**src/rtl/cbc_pkg.sv**
```systemverilog
// Shared types and constants of the cartridge bank controller.
package cbc_pkg;

  localparam int RAM_DEPTH_DEF     = 32768;
  localparam int ROM_BANK_BITS_DEF = 7;

  localparam int ADDR_W      = 16;
  localparam int BYTE_W      = 8;
  localparam int KIND_W      = 3;
  localparam int ROM_ADDR_W  = 21;
  localparam int RTC_REG_W   = 4;
  localparam int MASK_W      = 7;
  localparam int ROM_BYTES_W = 22;
  localparam int RAM_BYTES_W = 16;
  localparam int CFG_IDX_W   = 2;
  localparam int CFG_DATA_W  = 22;
  localparam int IN_DATA_W   = 24;
  localparam int OUT_DATA_W  = 48;

  typedef enum logic [KIND_W-1:0] {
    KIND_DATA      = 3'd0,
    KIND_ROM       = 3'd1,
    KIND_RTC_READ  = 3'd2,
    KIND_RTC_WRITE = 3'd3,
    KIND_LATCH     = 3'd4,
    KIND_NONE      = 3'd5
  } kind_t;

  localparam logic [CFG_IDX_W-1:0] CFG_ROM_BANK_MASK = 2'd0;
  localparam logic [CFG_IDX_W-1:0] CFG_ROM_BYTES     = 2'd1;
  localparam logic [CFG_IDX_W-1:0] CFG_RAM_BYTES     = 2'd2;

  localparam logic [MASK_W-1:0]      ROM_BANK_MASK_RST = 7'h7F;
  localparam logic [ROM_BYTES_W-1:0] ROM_BYTES_RST     = 22'h200000;
  localparam logic [RAM_BYTES_W-1:0] RAM_BYTES_RST     = 16'h8000;

  // Address regions by addr[15:13]
  localparam logic [2:0] REG_ENABLE = 3'd0;
  localparam logic [2:0] REG_BANK   = 3'd1;
  localparam logic [2:0] REG_SELECT = 3'd2;
  localparam logic [2:0] REG_LATCH  = 3'd3;
  localparam logic [2:0] REG_RAM    = 3'd5;

  localparam logic [3:0]        ENABLE_KEY   = 4'hA;
  localparam logic [3:0]        SEL_CLOCK_LO = 4'h8;
  localparam logic [3:0]        SEL_CLOCK_HI = 4'hC;
  localparam logic [BYTE_W-1:0] FILL_BYTE    = 8'hFF;

  typedef struct packed {
    logic load;
    logic exec;
    logic clear;
  } cmd_t;

  typedef struct packed {
    logic clear_last;
  } sts_t;

endpackage

```
**src/rtl/cbc_ctrl.sv**
```systemverilog
// Control state machine: RAM clear sweep, request accept, execute, result hand-off.
module cbc_ctrl (
  input  logic          clk,
  input  logic          rst_n,
  input  logic          in_tvalid,
  output logic          in_tready,
  output logic          out_tvalid,
  input  logic          out_tready,
  output cbc_pkg::cmd_t cmd,
  input  cbc_pkg::sts_t sts
);

  typedef enum logic [1:0] {
    S_CLEAR,
    S_IDLE,
    S_EXEC
  } state_t;

  state_t state_r, state_nxt;
  logic   out_valid_r, out_valid_nxt;
  logic   accept;

  assign in_tready  = (state_r == S_IDLE) && (!out_valid_r || out_tready);
  assign accept     = in_tvalid && in_tready;
  assign out_tvalid = out_valid_r;

  assign cmd.load  = accept;
  assign cmd.exec  = (state_r == S_EXEC);
  assign cmd.clear = (state_r == S_CLEAR);

  always_comb begin
    state_nxt     = state_r;
    out_valid_nxt = out_valid_r && !out_tready;
    case (state_r)
      S_CLEAR: begin
        if (sts.clear_last) begin
          state_nxt = S_IDLE;
        end
      end
      S_IDLE: begin
        if (accept) begin
          state_nxt = S_EXEC;
        end
      end
      S_EXEC: begin
        out_valid_nxt = 1'b1;
        state_nxt     = S_IDLE;
      end
      default: begin
        state_nxt = S_IDLE;
      end
    endcase
  end

  always_ff @(posedge clk) begin
    if (!rst_n) begin
      state_r     <= S_CLEAR;
      out_valid_r <= 1'b0;
    end else begin
      state_r     <= state_nxt;
      out_valid_r <= out_valid_nxt;
    end
  end

endmodule

```
**config.mk**
```make
export PLATFORM = sky130hd
export DESIGN_NAME = cbc_ctrl
export DESIGN_NICKNAME = d
export VERILOG_FILES = /design/src/rtl/cbc_pkg.sv /design/src/rtl/cbc_ctrl.sv
export SDC_FILE = /design/constraint.sdc
export NUM_CORES = 1
export LEC_CHECK = 0
export ABC_AREA = 1
export BUFFER_PORTS_ARGS = -buffer_cell sky130_fd_sc_hd__buf_4
export CAP_MARGIN = 15
export CORE_AREA = 2 2 39 41
export DETAILED_ROUTE_END_ITERATION = 6
export DIE_AREA = 0 0 41 43
export HOLD_SLACK_MARGIN = 0.02
export MAX_ROUTING_LAYER = met4
export PLACE_DENSITY = 0.3
export SLEW_MARGIN = 20
export SYNTH_ARGS = -nofsm -noshare
export SYNTH_HDL_FRONTEND = slang
export SYNTH_SLANG_ARGS = --single-unit
```
**constraint.sdc**
```tcl
create_clock -name clk -period 1.1 [get_ports clk]
set_clock_uncertainty 0.2 [all_clocks]
set_input_delay 0 -clock clk [delete_from_list [all_inputs] [get_ports clk]]
set_output_delay 0 -clock clk [all_outputs]
set_load 0.005 [all_outputs]
```
==> impl_metrics.env <==
export IMPL_status="complete, but fails checks"
export IMPL_violations="hold timing, setup timing"
export IMPL_max_freq_mhz=866.4
export IMPL_tns_ns=-0.05426
export IMPL_startpoint_type="flop"
export IMPL_postCtsHoldBufs=2
export IMPL_rsz0062_at_grt="yes"
export IMPL_cts_made_buffers=3
export IMPL_met1_usage_pct=6.390
export IMPL_ir_drop_mv=0.3727
export IMPL_ys_seq_elements=3
export IMPL_crit_start="state_r[0]$_SDFFE_PN0P_"
export IMPL_grt_pass1_wl_um=621
export IMPL_hold_start="out_tready"
export IMPL_clkLatencyLatePin_ns=0.23
export IMPL_grtUsageMet2_pct=5.938
export IMPL_vias=168
export IMPL_grt_busiest_layer="met1"
export IMPL_final_core_util_pct=22.51
export IMPL_track_usage_pct=6.160
export IMPL_routed_wl_um=363
export IMPL_fin_ws_ns=-0.05426
export IMPL_power_density_nw_per_um2=1257
export IMPL_hp_class="input pin to flop"
export IMPL_r2r_slack_ns=0.09
export IMPL_tightestPinTransition_ns=0.1615
export IMPL_drt_initial_drc_count=7
export IMPL_htreeDepth=1
export IMPL_hold_end="out_tvalid$_SDFF_PN0_"
export IMPL_fin_crit_ns=1.154
export IMPL_slew_viol_final=0
export IMPL_areaGrowthSynthToFinish_pct=97.62
export IMPL_drive_above_1_share_pct=62.16
export IMPL_antenna_found_initial=0
export IMPL_setup_viol_count_final=1
export IMPL_syn_inst=22
export IMPL_period_share_pct=104.9
export IMPL_clockBufferDepth=2
export IMPL_reg2reg_depth=5
export IMPL_crit_required_ns=0.90
export IMPL_crit_type="flop to output port"
export IMPL_max_slew_margin_pct=89.19
export IMPL_cts_tree="built"
export IMPL_fin_nets=43
export IMPL_finalPower_mw=0.3915
export IMPL_syn_area_um2=157.7
export IMPL_p_leak_nw=0.1647
export IMPL_grt_ovfl_total=0
export IMPL_core_area_um2=1384
export IMPL_holdPathStages=4
export IMPL_dieArea_um2=1763
export IMPL_ys_seq_area_share_pct=38.10
export IMPL_grt_pass1_vias=171
export IMPL_fillers=158
export IMPL_drv_cap=0
export IMPL_io_buffers=9
export IMPL_rr_startpoint="state_r[0]$_SDFFE_PN0P_"
export IMPL_via_per_inst=3.170
export IMPL_ys_warn_count=0
export IMPL_clk_pin_slew_worst_paths_ns=0.04
export IMPL_worst_ep_arrival_time_ns=0.95
export IMPL_antenna_cells=0
export IMPL_r2r_end="state_r[1]$_SDFFE_PN0P_"
export IMPL_use_met3_pct=6.283
export IMPL_post_dp_hpwl_um=257.6
export IMPL_initial_core_util_pct=11.39
export IMPL_endpoint_kind="output port"
export IMPL_die_width_um=41
export IMPL_ant_nets=0
export IMPL_avgSynthCellArea_um2=7.166
export IMPL_grt_max_degree=4
export IMPL_cts_num_sinks=3
export IMPL_hold_slack_ns=-0.1282
export IMPL_post_place_ws_ns=0.1147
export IMPL_place_congestion=0.5951
export IMPL_wl_per_cell_um=6.849
export IMPL_dieHeight_um=43
export IMPL_syn_nets=27
export IMPL_cts_root_buffer="clkbuf_4"
export IMPL_drc_errors=0
export IMPL_cp_max_fo=3
export IMPL_finalHoldViolCount=3
export IMPL_ios=10
export IMPL_yosysUniqueCellTypes=10
export IMPL_dr_pass1_iters=2
export IMPL_rows=14
==> layout make-up <==
| cell class | instances | area (um2) | area share (%) |
|---|---|---|---|
| clock buffer | 4 | 26.28 | 8.434 |
| multi-input combinational | 11 | 76.32 | 24.50 |
| timing repair buffer | 12 | 98.84 | 31.73 |
| tap | 16 | 20.02 | 6.426 |
| inverter | 7 | 26.28 | 8.434 |
| sequential | 3 | 63.81 | 20.48 |
==> critical path, cell delays in order (launching register included) <==
cell,delay (ns)
dfxtp_2,0.32
inv_2,0.04
nor2_4,0.09
nand2_4,0.07
nor2_4,0.10
buf_6,0.10
==> logic make-up after synthesis <==
logic type / share of synthesized area, %
AND/OR/NAND/NOR: 37.30
buffers and inverters: 21.43
flip-flops: 38.10
AO/OA/AOI/OAI: 3.172
==> layer usage <==
layer,up-vias,part of all wire (%)
li1,89,-
met1,67,40
met5,-,0
met4,0,0
met2,12,46
met3,0,13
==> cells in the mapped netlist <==
master / number / share of area [%]
a21oi_1: 1 / 3.2
buf_4: 1 / 4.8
dfxtp_1: 3 / 38
inv_1: 7 / 17
nand2_1: 4 / 9.5
nand2_2: 1 / 4.0
nor2_1: 1 / 2.4
nor2_2: 2 / 7.9
nor2_4: 1 / 7.1
nor3_2: 1 / 6.3
==> sequential cells by signal, indices dropped and copies added, names as in the netlist <==
signal      count
state_r         2
out_tvalid      1
==> placed cells by master, fill, tap and decap left out <==
cell type      n
nor2_4         2
clkbuf_1       1
nand2_2        1
a21oi_1        1
buf_6          1
nor2_1         1
nand2_4        1
inv_2          1
nor3_2         1
dlygate4sd3_1  2
inv_1          6
buf_4          9
nor2_2         1
clkbuf_4       3
nand2_1        3
dfxtp_2        3
==> through the flow <==
stage / cells / hold slack [ns] / cell area, um2
after global routing: 53 / -0.1284 / 311.5
after detailed placement: 46 / 0.06182 / 237.7
after CTS: 53 / -0.1374 / 311.5
final: 53 / -0.1282 / 311.5
after floorplan: 22 / -0.05852 / 157.7
after global placement: 46 / 0.06107 / 237.7
==> power by group <==
| part | internal [mW] | total, mW | switching [mW] |
|---|---|---|---|
| Combinational | 0.0469 | 0.0819 | 0.0350 |
| Sequential | 0.117 | 0.121 | 0.00425 |
| Clock | 0.136 | 0.189 | 0.0532 |
| Total | 0.299 | 0.392 | 0.0925 |
==> worst max-delay path by stage <==
stage | endpoint | cells past startpoint | slack, ns
6_report | cmd[2] | 5 | -0.05
5_1_grt | cmd[2] | 5 | -0.12
4_1_cts | cmd[2] | 5 | -0.07
3_5_place_dp | state_r[0]$_SDFFE_PN0P_ | 5 | 0.11
3_3_place_gp | state_r[0]$_SDFFE_PN0P_ | 5 | 0.11
2_1_floorplan | state_r[0]$_SDFFE_PN0P_ | 5 | 0.15
==> what timing repair did <==
item                                   in CTS  in global routing
setup endpoints to repair                   2                  3
cloned                                      0                  0
gates resized for setup                     8                  0
pin swaps                                   2                  0
endpoints found under the hold margin       3                  3
buffers inserted                            1                  0
No activity file was read; power rests on OpenSTA's default activity.
